`src/rtl/eam_pkg.sv`:
```
// shared types, constants and codes of the energy accounting meter
package eam_pkg;

  localparam int NUM_COMPONENTS = 8;
  localparam int IDX_W          = (NUM_COMPONENTS > 1) ? $clog2(NUM_COMPONENTS) : 1;

  localparam int FUNC_W    = 2;
  localparam int COMP_W    = 3;
  localparam int TIME_W    = 48;
  localparam int DRAW_W    = 20;
  localparam int CHARGE_W  = 40;
  localparam int CFG_IDX_W = 1;

  localparam int HALF_W  = TIME_W / 2;
  localparam int PP_W    = HALF_W + DRAW_W;
  localparam int PROD_W  = TIME_W + DRAW_W;
  localparam int DIGIT_W = 8;
  localparam int DIV_STEPS = (PROD_W + DIGIT_W - 1) / DIGIT_W;
  localparam int DQ_W    = DIV_STEPS * DIGIT_W;
  localparam int REM_W   = 12;
  localparam int LVL_STEPS = CHARGE_W;
  localparam int CNT_W   = $clog2(LVL_STEPS + 1);

  typedef logic [IDX_W-1:0]    idx_t;
  typedef logic [TIME_W-1:0]   tstamp_t;
  typedef logic [DRAW_W-1:0]   draw_t;
  typedef logic [CHARGE_W-1:0] charge_t;
  typedef logic [HALF_W-1:0]   half_t;
  typedef logic [PP_W-1:0]     pp_t;
  typedef logic [PROD_W-1:0]   prod_t;
  typedef logic [DQ_W-1:0]     dq_t;
  typedef logic [REM_W-1:0]    rem_t;
  typedef logic [REM_W:0]      trial_t;
  typedef logic [CNT_W-1:0]    cnt_t;

  localparam trial_t  SECS_PER_HOUR   = 13'd3600;
  localparam charge_t FULL_CHARGE_RST = 40'd1000000000;
  localparam charge_t CPL_RST         = 40'd10000000;
  localparam idx_t    LAST_IDX        = idx_t'(NUM_COMPONENTS - 1);
  localparam cnt_t    DIV_LAST        = cnt_t'(DIV_STEPS - 1);
  localparam cnt_t    LVL_LAST        = cnt_t'(LVL_STEPS - 1);

  typedef enum logic [FUNC_W-1:0] {
    FUNC_ON     = 2'd0,
    FUNC_OFF    = 2'd1,
    FUNC_UPDATE = 2'd2
  } func_e;

  typedef enum logic [CFG_IDX_W-1:0] {
    CFG_FULL_CHARGE      = 1'd0,
    CFG_CHARGE_PER_LEVEL = 1'd1
  } cfg_idx_e;

  typedef enum logic [3:0] {
    ST_IDLE,
    ST_DISPATCH,
    ST_LOAD,
    ST_MUL_LO,
    ST_MUL_HI,
    ST_DIV_INIT,
    ST_DIV,
    ST_APPLY,
    ST_LVL_INIT,
    ST_LVL,
    ST_LVL_END,
    ST_DONE
  } state_e;

  typedef struct packed {
    logic [FUNC_W-1:0] func;
    logic [COMP_W-1:0] component;
    tstamp_t           now_ms;
    draw_t             draw_ua;
  } item_t;

  typedef struct packed {
    charge_t residual;
    charge_t energy_level;
    logic    node_down;
    tstamp_t component_on_time;
  } result_t;

  typedef struct packed {
    logic capture;
    logic idx_clr;
    logic idx_comp;
    logic idx_inc;
    logic load;
    logic mul_en;
    logic mul_hi;
    logic div_init;
    logic div_step;
    logic apply;
    logic lvl_init;
    logic lvl_step;
    logic lvl_end;
  } cmd_t;

  typedef struct packed {
    logic [FUNC_W-1:0] func;
    logic              in_range;
    logic              active;
    logic              last_idx;
  } status_t;

endpackage

```
`src/rtl/eam_ctrl.sv`:
```
// sequencing state machine of the energy accounting meter
module eam_ctrl (
  input  logic             clk_i,
  input  logic             rst_ni,
  input  logic             start_i,
  output logic             busy_o,
  output logic             done_o,
  input  eam_pkg::status_t st_i,
  output eam_pkg::cmd_t    cmd_o
);

  eam_pkg::state_e state_q, state_d;
  eam_pkg::cnt_t   cnt_q, cnt_d;

  always_ff @(posedge clk_i or negedge rst_ni) begin
    if (!rst_ni) begin
      state_q <= eam_pkg::ST_IDLE;
      cnt_q   <= '0;
    end else begin
      state_q <= state_d;
      cnt_q   <= cnt_d;
    end
  end

  always_comb begin
    state_d = state_q;
    cnt_d   = cnt_q;
    cmd_o   = '0;
    busy_o  = 1'b1;
    done_o  = 1'b0;
    case (state_q)
      eam_pkg::ST_IDLE: begin
        busy_o = 1'b0;
        if (start_i) begin
          cmd_o.capture = 1'b1;
          state_d       = eam_pkg::ST_DISPATCH;
        end
      end
      eam_pkg::ST_DISPATCH: begin
        case (st_i.func)
          eam_pkg::FUNC_ON, eam_pkg::FUNC_OFF: begin
            cmd_o.idx_comp = 1'b1;
            state_d = st_i.in_range ? eam_pkg::ST_LOAD : eam_pkg::ST_DONE;
          end
          eam_pkg::FUNC_UPDATE: begin
            cmd_o.idx_clr = 1'b1;
            state_d       = eam_pkg::ST_LOAD;
          end
          default: begin
            cmd_o.idx_comp = 1'b1;
            state_d        = eam_pkg::ST_DONE;
          end
        endcase
      end
      eam_pkg::ST_LOAD: begin
        cmd_o.load = 1'b1;
        state_d = st_i.active ? eam_pkg::ST_MUL_LO : eam_pkg::ST_APPLY;
      end
      eam_pkg::ST_MUL_LO: begin
        cmd_o.mul_en = 1'b1;
        state_d      = eam_pkg::ST_MUL_HI;
      end
      eam_pkg::ST_MUL_HI: begin
        cmd_o.mul_en = 1'b1;
        cmd_o.mul_hi = 1'b1;
        state_d      = eam_pkg::ST_DIV_INIT;
      end
      eam_pkg::ST_DIV_INIT: begin
        cmd_o.div_init = 1'b1;
        cnt_d          = '0;
        state_d        = eam_pkg::ST_DIV;
      end
      eam_pkg::ST_DIV: begin
        cmd_o.div_step = 1'b1;
        cnt_d          = cnt_q + 1'b1;
        if (cnt_q == eam_pkg::DIV_LAST) begin
          state_d = eam_pkg::ST_APPLY;
        end
      end
      eam_pkg::ST_APPLY: begin
        cmd_o.apply = 1'b1;
        if (st_i.func == eam_pkg::FUNC_UPDATE && !st_i.last_idx) begin
          cmd_o.idx_inc = 1'b1;
          state_d       = eam_pkg::ST_LOAD;
        end else begin
          state_d = eam_pkg::ST_LVL_INIT;
        end
      end
      eam_pkg::ST_LVL_INIT: begin
        cmd_o.lvl_init = 1'b1;
        cmd_o.idx_comp = 1'b1;
        cnt_d          = '0;
        state_d        = eam_pkg::ST_LVL;
      end
      eam_pkg::ST_LVL: begin
        cmd_o.lvl_step = 1'b1;
        cnt_d          = cnt_q + 1'b1;
        if (cnt_q == eam_pkg::LVL_LAST) begin
          state_d = eam_pkg::ST_LVL_END;
        end
      end
      eam_pkg::ST_LVL_END: begin
        cmd_o.lvl_end = 1'b1;
        state_d       = eam_pkg::ST_DONE;
      end
      eam_pkg::ST_DONE: begin
        done_o  = 1'b1;
        state_d = eam_pkg::ST_IDLE;
      end
      default: begin
        state_d = eam_pkg::ST_IDLE;
      end
    endcase
  end

endmodule

```
`src/rtl/eam_datapath.sv`:
```
// component state, charge arithmetic and level divider of the energy accounting meter
module eam_datapath (
  input  logic                          clk_i,
  input  logic                          rst_ni,
  input  eam_pkg::item_t                item_i,
  input  logic                          cfg_wr_i,
  input  logic [eam_pkg::CFG_IDX_W-1:0] cfg_index_i,
  input  eam_pkg::charge_t              cfg_data_i,
  input  eam_pkg::cmd_t                 cmd_i,
  output eam_pkg::status_t              st_o,
  output eam_pkg::result_t              result_o
);

  logic              active_q [eam_pkg::NUM_COMPONENTS];
  eam_pkg::tstamp_t  start_q  [eam_pkg::NUM_COMPONENTS];
  eam_pkg::draw_t    draw_q   [eam_pkg::NUM_COMPONENTS];
  eam_pkg::tstamp_t  ontime_q [eam_pkg::NUM_COMPONENTS];

  eam_pkg::charge_t  residual_q, level_q, cpl_q;
  eam_pkg::item_t    item_q;
  eam_pkg::idx_t     idx_q;

  eam_pkg::tstamp_t  elapsed_q;
  eam_pkg::draw_t    draw_sel_q;
  eam_pkg::pp_t      plo_q, phi_q;
  eam_pkg::dq_t      dq_q;
  eam_pkg::rem_t     rem_q;
  eam_pkg::charge_t  lq_q, lrem_q;

  logic              in_range;
  logic              act_sel;
  eam_pkg::tstamp_t  start_sel, ontime_sel;
  eam_pkg::draw_t    draw_sel;
  eam_pkg::half_t    mul_a;
  eam_pkg::pp_t      mul_p;
  eam_pkg::rem_t     rem_t_v;
  eam_pkg::trial_t   trial;
  logic [eam_pkg::DIGIT_W-1:0] qbits;
  eam_pkg::prod_t    used;
  logic              used_big;
  eam_pkg::charge_t  res_new;
  logic [eam_pkg::TIME_W:0]   ot_sum;
  eam_pkg::tstamp_t  ot_new;
  logic [eam_pkg::CHARGE_W:0] lvl_trial, lvl_diff;
  logic              lvl_ge;

  assign in_range   = 32'(item_q.component) < 32'(eam_pkg::NUM_COMPONENTS);
  assign act_sel    = active_q[idx_q];
  assign start_sel  = start_q[idx_q];
  assign draw_sel   = draw_q[idx_q];
  assign ontime_sel = ontime_q[idx_q];

  assign st_o.func     = item_q.func;
  assign st_o.in_range = in_range;
  assign st_o.active   = act_sel;
  assign st_o.last_idx = (idx_q == eam_pkg::LAST_IDX);

  // one shared 24x20 multiplier, low half of the elapsed time first, then the high half
  assign mul_a = cmd_i.mul_hi ? elapsed_q[eam_pkg::TIME_W-1:eam_pkg::HALF_W]
                              : elapsed_q[eam_pkg::HALF_W-1:0];
  assign mul_p = eam_pkg::pp_t'(mul_a) * eam_pkg::pp_t'(draw_sel_q);

  // divide by seconds per hour, one byte of the product per cycle
  always_comb begin
    rem_t_v = rem_q;
    qbits   = '0;
    trial   = '0;
    for (int k = 0; k < eam_pkg::DIGIT_W; k++) begin
      trial = {rem_t_v, dq_q[eam_pkg::DQ_W-1-k]};
      if (trial >= eam_pkg::SECS_PER_HOUR) begin
        trial = trial - eam_pkg::SECS_PER_HOUR;
        qbits[eam_pkg::DIGIT_W-1-k] = 1'b1;
      end
      rem_t_v = trial[eam_pkg::REM_W-1:0];
    end
  end

  assign used     = dq_q[eam_pkg::PROD_W-1:0];
  assign used_big = |used[eam_pkg::PROD_W-1:eam_pkg::CHARGE_W];
  assign res_new  = (used_big || used[eam_pkg::CHARGE_W-1:0] >= residual_q) ? '0
                    : residual_q - used[eam_pkg::CHARGE_W-1:0];
  assign ot_sum   = {1'b0, ontime_sel} + {1'b0, elapsed_q};
  assign ot_new   = ot_sum[eam_pkg::TIME_W] ? '1 : ot_sum[eam_pkg::TIME_W-1:0];

  // restoring divider for the level, one quotient bit per cycle
  assign lvl_trial = {lrem_q, lq_q[eam_pkg::CHARGE_W-1]};
  assign lvl_diff  = lvl_trial - {1'b0, cpl_q};
  assign lvl_ge    = lvl_trial >= {1'b0, cpl_q};

  always_ff @(posedge clk_i or negedge rst_ni) begin
    if (!rst_ni) begin
      for (int i = 0; i < eam_pkg::NUM_COMPONENTS; i++) begin
        active_q[i] <= 1'b0;
        start_q[i]  <= '0;
        draw_q[i]   <= '0;
        ontime_q[i] <= '0;
      end
      residual_q <= eam_pkg::FULL_CHARGE_RST;
      cpl_q      <= eam_pkg::CPL_RST;
      level_q    <= '0;
      idx_q      <= '0;
    end else begin
      if (cfg_wr_i) begin
        case (cfg_index_i)
          eam_pkg::CFG_FULL_CHARGE:      residual_q <= cfg_data_i;
          eam_pkg::CFG_CHARGE_PER_LEVEL: cpl_q      <= cfg_data_i;
          default: begin
          end
        endcase
      end
      if (cmd_i.idx_clr) begin
        idx_q <= '0;
      end else if (cmd_i.idx_comp) begin
        idx_q <= eam_pkg::idx_t'(item_q.component);
      end else if (cmd_i.idx_inc) begin
        idx_q <= idx_q + 1'b1;
      end
      if (cmd_i.apply) begin
        // close the open interval, then reopen or leave off
        if (act_sel) begin
          residual_q      <= res_new;
          ontime_q[idx_q] <= ot_new;
        end
        case (item_q.func)
          eam_pkg::FUNC_ON: begin
            active_q[idx_q] <= 1'b1;
            start_q[idx_q]  <= item_q.now_ms;
            draw_q[idx_q]   <= item_q.draw_ua;
          end
          eam_pkg::FUNC_OFF: begin
            active_q[idx_q] <= 1'b0;
          end
          eam_pkg::FUNC_UPDATE: begin
            if (act_sel) begin
              start_q[idx_q] <= item_q.now_ms;
            end
          end
          default: begin
          end
        endcase
      end
      if (cmd_i.lvl_end) begin
        level_q <= (residual_q == '0) ? '0 : lq_q;
      end
    end
  end

  always_ff @(posedge clk_i) begin
    if (cmd_i.capture) begin
      item_q <= item_i;
    end
    if (cmd_i.load) begin
      elapsed_q  <= (item_q.now_ms >= start_sel) ? item_q.now_ms - start_sel : '0;
      draw_sel_q <= draw_sel;
    end
    if (cmd_i.mul_en) begin
      if (cmd_i.mul_hi) begin
        phi_q <= mul_p;
      end else begin
        plo_q <= mul_p;
      end
    end
    if (cmd_i.div_init) begin
      dq_q  <= eam_pkg::dq_t'(plo_q) + (eam_pkg::dq_t'(phi_q) << eam_pkg::HALF_W);
      rem_q <= '0;
    end else if (cmd_i.div_step) begin
      dq_q  <= {dq_q[eam_pkg::DQ_W-eam_pkg::DIGIT_W-1:0], qbits};
      rem_q <= rem_t_v;
    end
    if (cmd_i.lvl_init) begin
      lq_q   <= residual_q;
      lrem_q <= '0;
    end else if (cmd_i.lvl_step) begin
      lq_q   <= {lq_q[eam_pkg::CHARGE_W-2:0], lvl_ge};
      lrem_q <= lvl_ge ? lvl_diff[eam_pkg::CHARGE_W-1:0]
                       : lvl_trial[eam_pkg::CHARGE_W-1:0];
    end
  end

  assign result_o.residual          = residual_q;
  assign result_o.energy_level      = level_q;
  assign result_o.node_down         = (residual_q == '0);
  assign result_o.component_on_time = in_range ? ontime_sel : '0;

endmodule

```
`src/rtl/energy_accounting_meter_top.sv`:
```
// top level of the energy accounting meter
//
//   channel   handshake                  payload
//   command   start / busy               item_i (func, component, now_ms, draw_ua)
//   result    done_o strobe, one cycle   result_o (residual, energy_level, node_down,
//                                         component_on_time)
//   config    cfg_valid_i / cfg_ready_o  cfg_index_i, cfg_data_i
//
// one transaction at a time; busy stays high up to and including the result strobe
// on or off of an active component: load, multiply low then high half, byte-wise divide by
// 3600, apply, bit-serial level divider, strobe; inactive: no multiply or divide
// unused code: strobe only; update: each component in turn, then the level divider
// reset clears all component state at once, no clearing pass
// config is always ready; the result cannot be held off
module energy_accounting_meter_top (
  input  logic                          clk_i,
  input  logic                          rst_ni,
  input  logic                          start,
  output logic                          busy,
  input  eam_pkg::item_t                item_i,
  output logic                          done_o,
  output eam_pkg::result_t              result_o,
  input  logic                          cfg_valid_i,
  output logic                          cfg_ready_o,
  input  logic [eam_pkg::CFG_IDX_W-1:0] cfg_index_i,
  input  eam_pkg::charge_t              cfg_data_i
);

  eam_pkg::cmd_t    cmd;
  eam_pkg::status_t st;

  assign cfg_ready_o = 1'b1;

  eam_ctrl u_ctrl (
    .clk_i   (clk_i),
    .rst_ni  (rst_ni),
    .start_i (start),
    .busy_o  (busy),
    .done_o  (done_o),
    .st_i    (st),
    .cmd_o   (cmd)
  );

  eam_datapath u_datapath (
    .clk_i       (clk_i),
    .rst_ni      (rst_ni),
    .item_i      (item_i),
    .cfg_wr_i    (cfg_valid_i & cfg_ready_o),
    .cfg_index_i (cfg_index_i),
    .cfg_data_i  (cfg_data_i),
    .cmd_i       (cmd),
    .st_o        (st),
    .result_o    (result_o)
  );

endmodule

```
`config.mk`:
```
export PLATFORM = sky130hd
export DESIGN_NAME = energy_accounting_meter_top
export DESIGN_NICKNAME = d
export VERILOG_FILES = /design/src/rtl/eam_pkg.sv /design/src/rtl/eam_ctrl.sv /design/src/rtl/eam_datapath.sv /design/src/rtl/energy_accounting_meter_top.sv
export SDC_FILE = /design/constraint.sdc
export NUM_CORES = 2
export LEC_CHECK = 0
export BUFFER_PORTS_ARGS = -buffer_cell sky130_fd_sc_hd__buf_2
export CAP_MARGIN = 25
export CORE_MARGIN = 8
export CORE_UTILIZATION = 32
export CTS_CLUSTER_SIZE = 16
export DETAILED_ROUTE_END_ITERATION = 6
export SYNTH_ARGS = -nofsm -noshare
export SYNTH_HDL_FRONTEND = slang
export SYNTH_SLANG_ARGS = --single-unit
export TNS_END_PERCENT = 20
```
`constraint.sdc`:
```
create_clock -name clk_i -period 20.7 [get_ports clk_i]
set_input_delay 0 -clock clk_i [delete_from_list [all_inputs] [get_ports clk_i]]
set_output_delay 0 -clock clk_i [all_outputs]
set_load 0.02 [all_outputs]
```
==> Word level (Yosys, flattened, before mapping) <==
Cells that the tools add are included.
{ "word_totals": {"ff_bits": 1462, "out_inout_bits": 132, "wordCells": 213} }
{ "classes": {"n_addsub": 15, "multipliers": 1, "magnitude_cmp": 13, "n_eq_ne": 20, "n_mux": 83, "bitwise_logic": 5, "reduce_logical": 26} }
{ "op_table": {"columns": ["cell", "n"], "rows": [
  ["$bwmux W384", 2],
  ["$pmux W384 S2", 1],
  ["$mux W384", 1],
  ["$mux W40", 9],
  ["$bmux W48 S3", 2],
  ["$mux W48", 6],
  ["$bwmux W160", 1],
  ["$demux W48 S3", 1],
  ["$mux W72", 2],
  ["$ge A13 B12 Y1 const B", 8],
  ["$mux W12", 8],
  ["$sub A12 B12 Y12 const B", 8],
  ["$sub A40 B40 Y40", 2],
  ["$add A44 B68 Y69", 1],
  ["$bmux W20 S3", 1],
  ["$demux W20 S3", 1],
  ["$mux W20", 3],
  ["$add A48 B48 Y49", 1],
  ["$ge A48 B48 Y1", 1],
  ["$sub A48 B48 Y48", 1],
  ["$mul A24 B20 Y44", 1],
  ["$pmux W4 S11", 1],
  ["$ge A41 B40 Y1", 1],
  ["$ge A40 B40 Y1", 1],
  ["42 further kinds", 99]
]} }

==> Logic depth before layout (Yosys ltp) <==
{ "logic_depth": {"ltp_word": 18, "ltp_mapped": 42} }

==> By module <==
From an unflattened synthesis, not the netlist that was laid out.
{ "hier_totals": {"hier_cells": 8158, "hier_area_um2": 86374.1} }
{ "modules_own_cells": {"columns": ["module", "instances", "cells_per_inst", "area_each_um2", "seq_area_each_um2"], "rows": [
  ["eam_datapath", 1, 8035, 85443.2, 37807.5],
  ["eam_ctrl", 1, 121, 919.6, 250.2],
  ["energy_accounting_meter_top", 1, 2, 11.3, 0.0]
]} }

==> Least setup slack after synthesis <==
OpenSTA, ideal clock, no wires.
{ "synth_path": {"kind": "register to register", "start": "register u_ctrl.state_q[2]", "end": "register u_datapath.phi_q[42], data pin", "setup_ns": 0.262, "arrival_time_ns": 10.481, "required_ns": 20.438, "setup_slack_ns": 9.957, "path_stages_with_launch": 42, "path_cell_list": "dfrtp_1 clkbuf_1 nand2b_1 nor3_1 clkbuf_1 mux2_2 clkbuf_1 nand2_1 fa_1 inv_1 ha_1 inv_1 fa_1 inv_1 ha_1 ha_1 inv_1 fa_1 [... 6 more ...] o21bai_1 a21oi_1 o21bai_1 a21oi_1 o21bai_1 a31o_2 a41oi_1 a211oi_1 o31ai_1 o211ai_1 nand2_1 o21ai_0 o41ai_1 o21ai_0 or4_1 a31o_2 a21oi_1 xnor2_1"} }
{ "synth_between": {"elab_chain_len": 4} }
{ "synth_rtl": {"columns": ["element", "line", "rtl"], "rows": [
  ["start: declaration", "eam_ctrl.sv:12", "eam_pkg::state_e state_q, state_d;"],
  ["start signal: assignment", "eam_ctrl.sv:17", "state_q <= eam_pkg::ST_IDLE;"],
  ["start signal: assignment", "eam_ctrl.sv:20", "state_q <= state_d;"],
  ["$eq A4 B3 Y1", "eam_ctrl.sv:31", "case (state_q)"],
  ["$mux W1", "eam_ctrl.sv:31", null],
  ["$mux W24", "eam_datapath.sv:59", "assign mul_a = cmd_i.mul_hi ? elapsed_q[eam_pkg::TIME_W-1:eam_pkg::HALF_W]"],
  ["$mul A24 B20 Y44", "eam_datapath.sv:61", "assign mul_p = eam_pkg::pp_t'(mul_a) * eam_pkg::pp_t'(draw_sel_q);"],
  ["via u_datapath.mul_p[42]", "eam_datapath.sv:35", "eam_pkg::pp_t mul_p;"],
  ["end signal: assignment", "eam_datapath.sv:158", "phi_q <= mul_p;"],
  ["end: declaration", "eam_datapath.sv:25", "eam_pkg::pp_t plo_q, phi_q;"]
]} }
The timed path passes the listed nets, and every way through them passes these cells.
A chain may end at the register's enable or synchronous reset.

==> Final worst setup path <==
Same ends and word-level chain as after synthesis.

==> results.toml <==
[clock_tree]
clkSlewWorstSetupHoldPaths_ns = 0.06
cts_tree = "built"
cts.sinks = 1462
clockBufferDepth = 4
cts_max_level = 4
postCtsResizedCells = 0
clock-root-buffer = "clkbuf_16"
cts_made_buffers = 157
clkLatencyLatePin_ns = 0.82
post_cts_buffers = 0
hold_buffers = 198

[yosys]
syn_nets = 9089
ys_warn_count = 0
synth-seq-area-share_pct = 44.16
synth_ff_type = "dfrtp_1"
ys_ff_latch = 1462
synthArstFlopShare_pct = 73.12
netlist_instances = 8211
synth_edf_count = 341
syn_area_mm2 = 0.08618
avgSynthCellArea_um2 = 10.50
ys_types = 112

[global_routing]
grt.total_usage_pct = 17.84
overflow = 0
grt_max_degree = 176
grt_pass1_vias = 66420
antenna_found_initial = 19
grt_pass1_wl_um = 403700

[route]
vias = 65040
drtIter0Drc = 5616
drc = 0
wl_per_cell_um = 21.62
antenna_left = 0
drt_pass1_iterations = 5
viasPerCell = 5.351
routed_wl_um = 262800

[floorplanning]
core_area_mm2 = 0.2679
die_area_mm2 = 0.2862
die_x_um = 535.0
die_y_um = 535.0
ios = 250
initial_core_util_pct = 32.17
rows = 190

[layout]
multi_input_area_mm2 = 0.04439
nNetsFinal = 9344
fillers = 26150
regArea_mm2 = 0.03806
drive_gt1_share_pct = 15.74
area.growth.synth_to_final_pct = 14.37

[min_path]
hold_start = "item_i[56]"
hold_path_end = "u_datapath.item_q[56]$_DFFE_PP_"
hold_class = "in -> reg"
whs_path_depth = 2

[worst_setup_path]
worstReg2RegEnd = "u_datapath.phi_q[42]$_DFFE_PP_"
reg2reg_depth = 35
required_ns = 21.23
cp_max_fo = 69
worst-endpoint-arrival_ns = 11.13
r2r-start = "u_ctrl.state_q[2]$_DFFE_PN0P_"
cp_common_cell = "fa_1"
crit_path_max_incr_delay_ns = 0.76
end_kind = "flop"
r2r_slack_ns = 10.10
cp-start-kind = "flop"
cp_slowest_cell = "buf_4"
critPathKind = "reg -> reg"

[sta]
relSlewSlack_pct = 23.37
fmax_mhz = 94.36
finClkSkew_ns = 0.08834
maxSlewViolCount = 0
rsz0062_at_grt = "no"
period_needed_ns = 10.60
setup_viol = 0
fin_crit_sh_pct = 51.20
setup-tns-final_ns = 0
worst_pin_slew_ns = 1.149
hold_viol = 0

[place]
dp_hpwl_um = 177800
port_buffers = 248
place.gp.congestion = 0.8884

[run_status]
status = "finished clean"

[flow_run]
drv_cap = 0
==> routing by layer <==
metal  up-vias  part of all wire [%]  global-route usage (%)  routed length (um)
met2      2307                    46                   29.24              122000
met1     33000                    43                   23.59              112000
li1      29210                     -                       -                   -
met3       509                   6.6                   2.845               17340
met5         -                 0.016                       0                  41
met4         6                   4.3                   7.160               11430
==> final cells by class <==
| class | count | area share (%) |
|---|---|---|
| Timing Repair Buffer | 545 | 4.364 |
| Antenna cell | 19 | 0.04824 |
| Sequential cell | 1462 | 38.61 |
| Inverter | 604 | 2.300 |
| Clock buffer | 219 | 4.511 |
| Multi-Input combinational cell | 5696 | 45.04 |
| Clock inverter | 57 | 0.6207 |
| Tap cell | 3552 | 4.509 |
==> critical path: cells and delay by family (launching register included) <==
family	cells	cell delay (ns)
adder cells (fa/ha/maj)	8	3.52
AO/OA/AOI/OAI	16	3.45
AND/OR/NAND/NOR	5	1.10
buffers and inverters	4	0.90
flip-flops	1	0.64
multiplexers	1	0.60
XOR/XNOR	1	0.10
==> synthesized netlist by cell type, types with 104 or more instances <==
library cell	n	share of area (%)
o21ai_0	289	1.7
a21oi_1	560	3.3
dfrtp_1	1048	30
nor2_1	683	3.0
edfxtp_1	341	12
and2_1	177	1.3
inv_1	604	2.6
a22oi_1	386	3.4
nand4_1	104	0.75
xnor2_1	147	1.5
mux2_2	631	8.2
nand2_1	783	3.4
clkbuf_1	388	1.7
ha_1	363	5.3
fa_1	397	9.2
==> how the worst max path moves through the flow <==
stage,startpoint,slack [ns],endpoint,cells past startpoint
6_report,u_ctrl.state_q[2]$_DFFE_PN0P_,10.10,u_datapath.phi_q[42]$_DFFE_PP_,35
5_1_grt,u_ctrl.state_q[2]$_DFFE_PN0P_,9.23,u_datapath.phi_q[43]$_DFFE_PP_,35
3_5_place_dp,u_ctrl.state_q[2]$_DFFE_PN0P_,10.19,u_datapath.phi_q[42]$_DFFE_PP_,35
2_1_floorplan,u_ctrl.state_q[2]$_DFFE_PN0P_,9.96,u_datapath.phi_q[42]$_DFFE_PP_,41
3_3_place_gp,u_ctrl.state_q[2]$_DFFE_PN0P_,10.28,u_datapath.phi_q[42]$_DFFE_PP_,39
4_1_cts,u_ctrl.state_q[2]$_DFFE_PN0P_,10.18,u_datapath.phi_q[42]$_DFFE_PP_,35
==> cells by family after synthesis <==
kind of cell	share of synthesized area (%)
fa+ha+maj	14.49
buf+inv	4.637
other cells	0.004351
flops	44.16
xor+xnor	2.239
mux	9.097
simple gates	11.77
compound gates	13.60
==> stage by stage <==
stage	hold WS, ns	cell area, um2	instances	setup WS (ns)	util (%)
final	0.01381	98570	12150	10.10	36.79
after global routing	0.01769	98550	12150	9.229	36.78
after CTS	0.01927	98250	12120	10.18	36.67
after detailed placement	0.1708	91200	11650	10.19	34.04
after global placement	0.1532	91090	11640	10.28	34.00
after floorplan	-0.2956	86180	8211	9.957	-
==> registers in the layout, summed over array words and instances, names as in the netlist, named ones only <==
signal,cells
u_datapath.st_o,2
u_datapath.ontime_q,384
u_datapath.dq_q,72
u_datapath.draw_q,160
u_datapath.residual_q,40
u_datapath.start_q,384
u_ctrl.cnt_q,6
u_datapath.elapsed_q,48
u_datapath.item_q,71
u_datapath.rem_q,12
u_datapath.lq_q,40
u_datapath.plo_q,44
u_datapath.cpl_q,40
u_datapath.phi_q,44
u_datapath.lrem_q,40
u_ctrl.state_q,4
u_datapath.draw_sel_q,20
u_datapath.idx_q,3
u_datapath.level_q,40
==> cell usage in the layout, fill, tap and decap left out, types with 175 or more instances in the layout <==
cell	instances
dfrtp_1	1048
nand2_1	782
nor2_1	656
mux2_2	631
inv_1	603
a21oi_1	560
fa_1	397
a22oi_1	386
ha_1	363
edfxtp_1	341
o21ai_0	287
buf_2	247
dlygate4sd3_1	197
and2_1	175
Power is left out: the tool's default activity adds up to more than one toggle a clock period on the data nets, which glitch-free logic cannot reach.
